===== config.mk =====
export PLATFORM = sky130hd
export DESIGN_NAME = remote_key_repeat_filter_flat
export DESIGN_NICKNAME = d
export VERILOG_FILES = /design/src/hw/rtl/rkrf_pkg.sv /design/src/hw/rtl/rkrf_if.sv /design/src/hw/rtl/rkrf_filter.sv /design/src/hw/rtl/remote_key_repeat_filter.sv /design/src/flat_wrapper.sv
export SDC_FILE = /design/constraint.sdc
export NUM_CORES = 1
export LEC_CHECK = 0
export BUFFER_PORTS_ARGS = -buffer_cell sky130_fd_sc_hd__buf_2
export CAP_MARGIN = 20
export CORE_MARGIN = 2
export CORE_UTILIZATION = 49
export DETAILED_ROUTE_END_ITERATION = 16
export GPL_TIMING_DRIVEN = 0
export PLACE_DENSITY = 0.67
export REMOVE_ABC_BUFFERS = 1
export SLEW_MARGIN = 0
export SYNTH_ARGS = -nofsm -noshare
export SYNTH_HDL_FRONTEND = slang
export SYNTH_SLANG_ARGS = --single-unit

===== constraint.sdc =====
create_clock -name clk -period 7.1 [get_ports clk]
set_input_delay 1.42 -clock clk [delete_from_list [all_inputs] [get_ports clk]]
set_output_delay 1.42 -clock clk [all_outputs]
set_load 0.01 [all_outputs]

===== src/hw/rtl/rkrf_pkg.sv =====
// rkrf_pkg: widths, codes, item and result types for the key repeat filter
// no dependencies; used by the interfaces, rkrf_filter and the top level
`default_nettype none

package rkrf_pkg;

  localparam int KEY_BITS       = 16;
  localparam int TIME_BITS      = 20;
  localparam int TMO_BITS       = TIME_BITS + 1;
  localparam int COUNT_BITS     = 8;
  localparam int CFG_BITS       = 16;
  localparam int CFG_INDEX_BITS = 1;
  localparam int OUT_DEPTH      = 4;
  localparam int OUT_PTR_BITS   = 2;
  localparam int OUT_CNT_BITS   = 3;

  localparam logic [TIME_BITS-1:0] TIME_MAX = '1;
  localparam logic [CFG_BITS-1:0] REPEAT_DELAY_RESET    = 16'd300;
  localparam logic [CFG_BITS-1:0] REPEAT_INTERVAL_RESET = 16'd100;

  typedef enum logic {
    CMD_KEY  = 1'b0,
    CMD_TICK = 1'b1
  } cmd_t;

  typedef enum logic [CFG_INDEX_BITS-1:0] {
    CFG_REPEAT_DELAY    = 1'b0,
    CFG_REPEAT_INTERVAL = 1'b1
  } cfg_index_t;

  typedef struct packed {
    logic                  cmd;
    logic [KEY_BITS-1:0]   key_code;
    logic [COUNT_BITS-1:0] repeat_count;
  } item_t;

  typedef struct packed {
    logic [KEY_BITS-1:0] key_code_res;
    logic                is_repeat;
    logic                is_release;
    logic                last;
  } result_t;

  typedef struct packed {
    logic [1:0] n;
    result_t    first;
    result_t    second;
  } step_res_t;

  function automatic logic [TIME_BITS-1:0] sat_inc(input logic [TIME_BITS-1:0] v);
    return (v == TIME_MAX) ? v : v + 1'b1;
  endfunction

endpackage

`default_nettype wire


===== src/hw/rtl/rkrf_if.sv =====
// rkrf_evt_if and rkrf_res_if: valid/ready channels for input items and results
// depends on rkrf_pkg
`default_nettype none

interface rkrf_evt_if import rkrf_pkg::*; ();
  logic                  valid;
  logic                  ready;
  logic                  cmd;
  logic [KEY_BITS-1:0]   key_code;
  logic [COUNT_BITS-1:0] repeat_count;

  modport source (output valid, cmd, key_code, repeat_count, input ready);
  modport sink (input valid, cmd, key_code, repeat_count, output ready);
endinterface

interface rkrf_res_if import rkrf_pkg::*; ();
  logic                valid;
  logic                ready;
  logic [KEY_BITS-1:0] key_code_res;
  logic                is_repeat;
  logic                is_release;
  logic                last;

  modport source (output valid, key_code_res, is_repeat, is_release, last, input ready);
  modport sink (input valid, key_code_res, is_repeat, is_release, last, output ready);
endinterface

`default_nettype wire


===== src/hw/rtl/rkrf_filter.sv =====
// rkrf_filter: key state, elapsed counters, config registers and the per-item decision
// depends on rkrf_pkg
`default_nettype none

module rkrf_filter import rkrf_pkg::*; (
  input  wire logic                      clk,
  input  wire logic                      rst,
  input  wire logic                      cfg_we,
  input  wire logic [CFG_INDEX_BITS-1:0] cfg_index,
  input  wire logic [CFG_BITS-1:0]       cfg_data,
  input  wire logic                      step,
  input  wire item_t                     item,
  output step_res_t                      res
);

  logic [CFG_BITS-1:0]  repeat_delay;
  logic [CFG_BITS-1:0]  repeat_interval;

  logic [KEY_BITS-1:0]  held_key, held_key_next;
  logic                 held_valid, held_valid_next;
  logic                 key_pressed, key_pressed_next;
  logic                 key_repeating, key_repeating_next;
  logic [TIME_BITS-1:0] since_first_press, since_first_press_next;
  logic [TIME_BITS-1:0] since_last_emit, since_last_emit_next;
  logic [TIME_BITS-1:0] since_last_event, since_last_event_next;
  logic [TMO_BITS-1:0]  release_timeout, release_timeout_next;
  logic                 timeout_armed, timeout_armed_next;

  logic [TIME_BITS-1:0] sfp_inc, sle_inc, slv_inc;
  logic [TIME_BITS-1:0] delay_ext, interval_ext;
  logic [TMO_BITS:0]    tmo_sum;
  logic                 before_delay;

  always_ff @(posedge clk) begin
    if (rst) begin
      repeat_delay    <= REPEAT_DELAY_RESET;
      repeat_interval <= REPEAT_INTERVAL_RESET;
    end else if (cfg_we) begin
      case (cfg_index_t'(cfg_index))
        CFG_REPEAT_DELAY:    repeat_delay    <= cfg_data;
        CFG_REPEAT_INTERVAL: repeat_interval <= cfg_data;
        default: ;
      endcase
    end
  end

  assign sfp_inc      = sat_inc(since_first_press);
  assign sle_inc      = sat_inc(since_last_emit);
  assign slv_inc      = sat_inc(since_last_event);
  assign delay_ext    = {{(TIME_BITS-CFG_BITS){1'b0}}, repeat_delay};
  assign interval_ext = {{(TIME_BITS-CFG_BITS){1'b0}}, repeat_interval};
  // three times the gap before this event; dropping bit 0 gives three halves
  assign tmo_sum      = {2'b00, since_last_event} + {1'b0, since_last_event, 1'b0};
  assign before_delay = since_first_press < delay_ext;

  always_comb begin
    held_key_next          = held_key;
    held_valid_next        = held_valid;
    key_pressed_next       = key_pressed;
    key_repeating_next     = key_repeating;
    since_first_press_next = since_first_press;
    since_last_emit_next   = since_last_emit;
    since_last_event_next  = since_last_event;
    release_timeout_next   = release_timeout;
    timeout_armed_next     = timeout_armed;
    res                    = '0;

    if (item.cmd == CMD_TICK) begin
      since_first_press_next = sfp_inc;
      since_last_emit_next   = sle_inc;
      since_last_event_next  = slv_inc;
      if (timeout_armed && ({1'b0, slv_inc} >= release_timeout)) begin
        if (key_pressed && key_repeating) begin
          res.n     = 2'd1;
          res.first = '{key_code_res: held_key, is_repeat: 1'b0, is_release: 1'b1,
                        last: 1'b1};
        end
        key_pressed_next     = 1'b0;
        key_repeating_next   = 1'b0;
        held_valid_next      = 1'b0;
        held_key_next        = '0;
        timeout_armed_next   = 1'b0;
        release_timeout_next = '0;
      end
    end else begin
      since_last_event_next = '0;
      if (item.repeat_count == '0) begin
        if (!(held_valid && (item.key_code == held_key) && before_delay)) begin
          if (key_repeating) begin
            res.n      = 2'd2;
            res.first  = '{key_code_res: held_key, is_repeat: 1'b0, is_release: 1'b1,
                           last: 1'b0};
            res.second = '{key_code_res: item.key_code, is_repeat: 1'b0,
                           is_release: 1'b0, last: 1'b1};
          end else begin
            res.n     = 2'd1;
            res.first = '{key_code_res: item.key_code, is_repeat: 1'b0,
                          is_release: 1'b0, last: 1'b1};
          end
          held_key_next          = item.key_code;
          held_valid_next        = 1'b1;
          key_pressed_next       = 1'b1;
          key_repeating_next     = 1'b0;
          since_first_press_next = '0;
          timeout_armed_next     = 1'b0;
          release_timeout_next   = '0;
          since_last_emit_next   = '0;
        end
      end else if (!before_delay && !(since_last_emit < interval_ext)) begin
        res.n                = 2'd1;
        res.first            = '{key_code_res: item.key_code, is_repeat: 1'b1,
                                 is_release: 1'b0, last: 1'b1};
        key_pressed_next     = 1'b1;
        key_repeating_next   = 1'b1;
        release_timeout_next = tmo_sum[TMO_BITS:1];
        timeout_armed_next   = 1'b1;
        since_last_emit_next = '0;
      end
    end
  end

  always_ff @(posedge clk) begin
    if (rst) begin
      held_key          <= '0;
      held_valid        <= 1'b0;
      key_pressed       <= 1'b0;
      key_repeating     <= 1'b0;
      since_first_press <= '0;
      since_last_emit   <= '0;
      since_last_event  <= '0;
      release_timeout   <= '0;
      timeout_armed     <= 1'b0;
    end else if (step) begin
      held_key          <= held_key_next;
      held_valid        <= held_valid_next;
      key_pressed       <= key_pressed_next;
      key_repeating     <= key_repeating_next;
      since_first_press <= since_first_press_next;
      since_last_emit   <= since_last_emit_next;
      since_last_event  <= since_last_event_next;
      release_timeout   <= release_timeout_next;
      timeout_armed     <= timeout_armed_next;
    end
  end

endmodule

`default_nettype wire


===== src/hw/rtl/remote_key_repeat_filter.sv =====
// remote_key_repeat_filter: top level, input register, result queue and assertions
// depends on rkrf_pkg, rkrf_if.sv and rkrf_filter
//
// evt carries key events (cmd 0, key_code, repeat_count) and one-millisecond
// ticks (cmd 1). res carries key press, repeat and release reports; last marks
// the final report caused by one input item. cfg_we/cfg_index/cfg_data write
// repeat_delay_ms (index 0) and repeat_interval_ms (index 1); the user must
// write them only while idle, as the block does not enforce it. An accepted
// item is held in the input register, evaluated once the queue has room for
// two reports, and its zero, one or two reports go into a four-entry queue.
// One item is taken per cycle while the queue has room for two reports, so
// the queue drain rate of one report per cycle while res.ready is high sets
// throughput: an item with two reports takes two transfers on the output channel.
// When res.ready is low the queue fills, evaluation holds once fewer than two
// entries are free, and evt.ready drops after the input register is full.
// Synchronous reset empties the queue and the input register, clears the key
// state and counters, and loads the register defaults 300 and 100.
`default_nettype none

module remote_key_repeat_filter import rkrf_pkg::*; (
  input  wire logic                      clk,
  input  wire logic                      rst,
  rkrf_evt_if.sink                       evt,
  rkrf_res_if.source                     res,
  input  wire logic                      cfg_we,
  input  wire logic [CFG_INDEX_BITS-1:0] cfg_index,
  input  wire logic [CFG_BITS-1:0]       cfg_data
);

  logic                    s1_valid;
  item_t                   s1_item;
  logic                    step;
  step_res_t               step_res;

  result_t                 queue [OUT_DEPTH];
  logic [OUT_PTR_BITS-1:0] wr_ptr;
  logic [OUT_PTR_BITS-1:0] rd_ptr;
  logic [OUT_CNT_BITS-1:0] count;
  logic [OUT_CNT_BITS-1:0] count_next;
  logic                    pop;
  logic [1:0]              push_n;

  assign step      = s1_valid && (count <= OUT_CNT_BITS'(OUT_DEPTH - 2));
  assign evt.ready = !s1_valid || step;
  assign push_n    = step ? step_res.n : 2'd0;
  assign pop       = res.valid && res.ready;

  always_ff @(posedge clk) begin
    if (rst) begin
      s1_valid <= 1'b0;
    end else if (evt.ready) begin
      s1_valid <= evt.valid;
    end
  end

  always_ff @(posedge clk) begin
    if (evt.valid && evt.ready) begin
      s1_item <= '{cmd: evt.cmd, key_code: evt.key_code, repeat_count: evt.repeat_count};
    end
  end

  rkrf_filter u_filter (
    .clk       (clk),
    .rst       (rst),
    .cfg_we    (cfg_we),
    .cfg_index (cfg_index),
    .cfg_data  (cfg_data),
    .step      (step),
    .item      (s1_item),
    .res       (step_res)
  );

  // result queue
  always_ff @(posedge clk) begin
    if (push_n != 2'd0) begin
      queue[wr_ptr] <= step_res.first;
    end
    if (push_n == 2'd2) begin
      queue[wr_ptr + 1'b1] <= step_res.second;
    end
  end

  assign count_next = count + OUT_CNT_BITS'(push_n) - OUT_CNT_BITS'(pop);

  always_ff @(posedge clk) begin
    if (rst) begin
      wr_ptr <= '0;
      rd_ptr <= '0;
      count  <= '0;
    end else begin
      wr_ptr <= wr_ptr + OUT_PTR_BITS'(push_n);
      rd_ptr <= rd_ptr + OUT_PTR_BITS'(pop);
      count  <= count_next;
    end
  end

  assign res.valid        = count != '0;
  assign res.key_code_res = queue[rd_ptr].key_code_res;
  assign res.is_repeat    = queue[rd_ptr].is_repeat;
  assign res.is_release   = queue[rd_ptr].is_release;
  assign res.last         = queue[rd_ptr].last;

`ifndef SYNTH
  a_queue_bound: assert property (@(posedge clk) disable iff (rst)
    count <= OUT_CNT_BITS'(OUT_DEPTH))
    else $error("result queue overflow");

  a_push_shows: assert property (@(posedge clk) disable iff (rst)
    (push_n != 2'd0) |=> res.valid)
    else $error("pushed report not presented");

  a_repeat_release: assert property (@(posedge clk) disable iff (rst)
    res.valid |-> !(res.is_repeat && res.is_release))
    else $error("report marked both repeat and release");

  a_step_room: assert property (@(posedge clk) disable iff (rst)
    step |-> (count <= OUT_CNT_BITS'(OUT_DEPTH - 2)) && s1_valid)
    else $error("evaluation without queue room");
`endif

endmodule

`default_nettype wire


===== src/flat_wrapper.sv =====
// flat-port wrapper written by rule: the top's interface ports become plain ports
module remote_key_repeat_filter_flat import rkrf_pkg::*;
  (clk, rst, cfg_we, cfg_index, cfg_data, evt_valid, evt_cmd, evt_key_code, evt_repeat_count, evt_ready, res_valid, res_key_code_res, res_is_repeat, res_is_release, res_last, res_ready);
  rkrf_evt_if evt_i ();
  rkrf_res_if res_i ();
  input  wire logic clk;
  input  wire logic rst;
  input  wire logic cfg_we;
  input  wire logic [CFG_INDEX_BITS-1:0] cfg_index;
  input  wire logic [CFG_BITS-1:0] cfg_data;
  input wire logic [$bits(evt_i.valid)-1:0] evt_valid;
  input wire logic [$bits(evt_i.cmd)-1:0] evt_cmd;
  input wire logic [$bits(evt_i.key_code)-1:0] evt_key_code;
  input wire logic [$bits(evt_i.repeat_count)-1:0] evt_repeat_count;
  output wire logic [$bits(evt_i.ready)-1:0] evt_ready;
  output wire logic [$bits(res_i.valid)-1:0] res_valid;
  output wire logic [$bits(res_i.key_code_res)-1:0] res_key_code_res;
  output wire logic [$bits(res_i.is_repeat)-1:0] res_is_repeat;
  output wire logic [$bits(res_i.is_release)-1:0] res_is_release;
  output wire logic [$bits(res_i.last)-1:0] res_last;
  input wire logic [$bits(res_i.ready)-1:0] res_ready;
  assign evt_i.valid = evt_valid;
  assign evt_i.cmd = evt_cmd;
  assign evt_i.key_code = evt_key_code;
  assign evt_i.repeat_count = evt_repeat_count;
  assign evt_ready = evt_i.ready;
  assign res_valid = res_i.valid;
  assign res_key_code_res = res_i.key_code_res;
  assign res_is_repeat = res_i.is_repeat;
  assign res_is_release = res_i.is_release;
  assign res_last = res_i.last;
  assign res_i.ready = res_ready;
  remote_key_repeat_filter u_core (.clk(clk), .rst(rst), .evt(evt_i), .res(res_i), .cfg_we(cfg_we), .cfg_index(cfg_index), .cfg_data(cfg_data));
endmodule

==> flow_metrics.env <==
export IMPL_crit_buf_inv=0
export IMPL_syn_area_per_cell_um2=9.77
export IMPL_grt_max_degree=40
export IMPL_post_route_cells_drive_above_1_share_pct=12.5
export IMPL_grt_ovfl_total=0
export IMPL_n_fill_cell=2323
export IMPL_cts_buffers=28
export IMPL_die_h_um=166
export IMPL_cp_end_kind="flip-flop"
export IMPL_netlist_cell_type_count=74
export IMPL_worst_pin_slew_ns=1.01
export IMPL_syn_cell_area_mm2=0.0129
export IMPL_via_per_inst=5.73
export IMPL_cts_tree="yes"
export IMPL_maxCapViolations=0
export IMPL_dp_hpwl_um=21000
export IMPL_io_buffers=67
export IMPL_grt_pass1_vias=9617
export IMPL_cts_clk_slew_worst_paths_ns=0.06
export IMPL_htree_levels=1
export IMPL_slew_headroom_pct=32.6
export IMPL_gp_congestion=0.848
export IMPL_syn_to_final_growth_pct=12.4
export IMPL_path_cells="ha_1 -> and3_1 -> a41oi_1 -> nand3_1 -> nor3_1 -> nand2_1 -> xnor2_1 -> ha_1 -> nand2_1 -> or2_2 -> or4_1 -> o32ai_1 -> o41ai_4 -> nor2_2 -> or2_2"
export IMPL_path_delay_family="simple AND/OR/NAND/NOR gates"
export IMPL_cp_slowest_cell="nor2_2"
export IMPL_start_util_pct=49.7
export IMPL_crit_type="flip-flop to flip-flop"
export IMPL_min_path_type="flip-flop to flip-flop"
export IMPL_p_per_area_mw_per_mm2=233
export IMPL_seq_area_frac_synth_pct=44.6
export IMPL_fin_crit_sh_pct=91.7
export IMPL_fin_nets=1487
export IMPL_clock_latency_ns=0.55
export IMPL_die_x_um=166
export IMPL_fin_skew_ns=0.0203
export IMPL_critical_path_max_fanout=18
export IMPL_yosys_register_bits=241
export IMPL_fmax_mhz=154
export IMPL_hold_end="u_core.u_filter.release_timeout[11]"
export IMPL_drt_iter0_markers=629
export IMPL_rsz0062_at_grt="false"
export IMPL_layout_common_cells="nand2_1 (150), dfxtp_1 (148), a22o_1 (96), a21oi_1 (94), edfxtp_1 (93)"
export IMPL_finalSetupViolations=0
export IMPL_period_needed_ns=6.51
export IMPL_rows=59
export IMPL_drc=0
export IMPL_hold_viol_final=0
export IMPL_rr_startpoint="u_core.u_filter.since_last_event[10]"
export IMPL_reg2reg_to="u_core.queue[2][13]"
export IMPL_crit_arrival_ns=6.69
export IMPL_core_area_mm2=0.0260
export IMPL_fin_tns_setup_ns=0
export IMPL_synth_edf_count=93
export IMPL_slowest_delay_ns=0.74
export IMPL_reg2reg_depth=15
export IMPL_cp_depth=15
export IMPL_drt_wl_total_um=29700
export IMPL_fin_area_mm2=0.0145
export IMPL_ys_async_sr_fraction_pct=0
export IMPL_ys_flop_type="dfxtp_1"
export IMPL_outcome="complete, no violations"
export IMPL_ant_nets=0
export IMPL_ys_warn_count=0
export IMPL_fin_hold_ws_ns=0.452
export IMPL_r2r_slack_ns=0.59
export IMPL_cp_required_ns=7.28
export IMPL_holdPathStages=2
export IMPL_grt_pass1_wl_um=49000
export IMPL_io_pins=68
export IMPL_slew_viol_final=0
export IMPL_min_delay_start="u_core.u_filter.release_timeout[11]"
export IMPL_cts_setup_buffers=0
export IMPL_wire_per_inst_um=17.3
export IMPL_track_usage_pct=21.4
export IMPL_cts_num_sinks=241
export IMPL_vdd_ir_drop_max_mv=0.256
export IMPL_cts_path_max_buffers=3
export IMPL_final_util_pct=55.8
export IMPL_power_leakage_nw=5.66
export IMPL_cts_root_buf="clkbuf_16"
export IMPL_final_common_cell="nand2_1"
export IMPL_antenna_found_initial=1
export IMPL_dr_pass1_iters=5
export IMPL_num_vias=9845
export IMPL_netlist_instances=1322
export IMPL_die_area_mm2=0.0277
export IMPL_start_kind="flip-flop"
export IMPL_dpl_cell_area_mm2=0.0136
## worst max-delay path by stage
stage                                         startpoint                   to  slack [ns]
floorplan            u_core.u_filter.since_last_event[2]   u_core.queue[3][0]        1.31
global placement     u_core.u_filter.since_last_event[2]  u_core.queue[3][11]       -0.48
detailed placement   u_core.u_filter.since_last_event[2]  u_core.queue[2][11]        0.37
CTS                 u_core.u_filter.since_last_event[10]  u_core.queue[2][13]        0.32
global route         u_core.u_filter.since_last_event[2]   u_core.queue[2][0]        0.23
finish              u_core.u_filter.since_last_event[10]  u_core.queue[2][13]        0.59
## Yosys cell counts (8+ instances only)
| library cell | instances | share of area, % |
|---|---|---|
| inv_1 | 79 | 2.3 |
| a22oi_1 | 10 | 0.58 |
| xnor2_1 | 28 | 1.9 |
| o211ai_1 | 11 | 0.64 |
| ha_1 | 77 | 7.5 |
| nand2_1 | 150 | 4.4 |
| buf_1 | 8 | 0.23 |
| nor2_1 | 75 | 2.2 |
| nand4_1 | 22 | 1.1 |
| edfxtp_1 | 93 | 22 |
| or3_1 | 14 | 0.68 |
| a211oi_1 | 8 | 0.47 |
| buf_2 | 11 | 0.43 |
| dfxtp_1 | 148 | 23 |
| nor4_1 | 8 | 0.39 |
| o21ai_0 | 45 | 1.7 |
| o31ai_1 | 11 | 0.64 |
| xor2_1 | 48 | 3.3 |
| nand2b_1 | 11 | 0.53 |
| or4_1 | 14 | 0.81 |
| nor3_1 | 30 | 1.2 |
| a21oi_1 | 94 | 3.6 |
| a22o_1 | 96 | 6.5 |
| clkbuf_1 | 52 | 1.5 |
| and2_1 | 11 | 0.53 |
| a21o_1 | 17 | 0.99 |
| and3_1 | 12 | 0.58 |
| mux4_2 | 19 | 3.3 |
| nand3_1 | 36 | 1.4 |
## power by group
part / switching [mW] / leakage, nW / internal (mW)
clock network: 0.584 / 0.438 / 0.819
logic: 0.218 / 3.14 / 0.227
registers: 0.0605 / 2.08 / 1.47
total: 0.863 / 5.66 / 2.51
## cells by family after synthesis
family / share of synthesized area (%)
flip-flops: 44.6
XOR/XNOR: 5.16
AND/OR/NAND/NOR: 15.5
AO/OA/AOI/OAI: 18.7
buffers and inverters: 4.67
adder cells (fa/ha/maj): 7.77
multiplexers: 3.64
## cell type report
type | count | area [um2] | share of cell area, %
Clock inverter | 15 | 134 | 0.923
Inverter | 81 | 304 | 2.10
Clock buffer | 37 | 785 | 5.41
Multi-Input combinational cell | 927 | 6570 | 45.3
Timing Repair Buffer | 82 | 532 | 3.67
Antenna cell | 1 | 2.50 | 0.0173
Tap cell | 335 | 419 | 2.89
Sequential cell | 241 | 5760 | 39.7
## repair_timing
item | 4_1_cts | 5_1_grt
gates resized for setup | 0 | 1
hold buffers | 0 | 0
endpoints found under the setup margin | 0 | 17
## per-layer routing
metal  vias up  global-route usage, %  wire [um]
met4         0                   5.55        541
li1       4931                      -          -
met3        45                   2.86       1310
met1      4692                   29.0      13700
met2       177                   36.4      14100
met5         -                      0          0
## flip-flops by register name (all words and copies together), names as in the netlist
| name | count |
|---|---|
| u_core.rd_ptr | 2 |
| u_core.u_filter.held_key | 16 |
| u_core.queue | 76 |
| u_core.u_filter.key_pressed | 1 |
| u_core.u_filter.repeat_interval | 16 |
| u_core.u_filter.repeat_delay | 16 |
| u_core.wr_ptr | 2 |
| u_core.u_filter.held_valid | 1 |
| u_core.s1_item | 25 |
| u_core.u_filter.release_timeout | 21 |
| u_core.u_filter.since_first_press | 20 |
| u_core.count | 3 |
| u_core.u_filter.since_last_emit | 20 |
| u_core.s1_valid | 1 |
| u_core.u_filter.since_last_event | 20 |
| u_core.u_filter.timeout_armed | 1 |
## through the flow
step / total power, mW / std cells / worst slack [ns]
floorplan: 1.82 / 1249 / 1.31
global placement: 1.97 / 1651 / -0.478
detailed placement: 2.01 / 1664 / 0.368
CTS: 3.41 / 1716 / 0.322
global route: 3.51 / 1719 / 0.232
finish: 3.38 / 1719 / 0.587
## worst reg2reg max path: cells and delay by family (launching register included)
family	cells	cell delay (ns)
AOI/OAI and AO/OA	3	1.47
xor gates and xnor gates	1	0.19
adders and majority gates	2	0.62
DFF	1	0.37
and+or+nand+nor	9	3.48
Power figures use the tool's default switching activity.
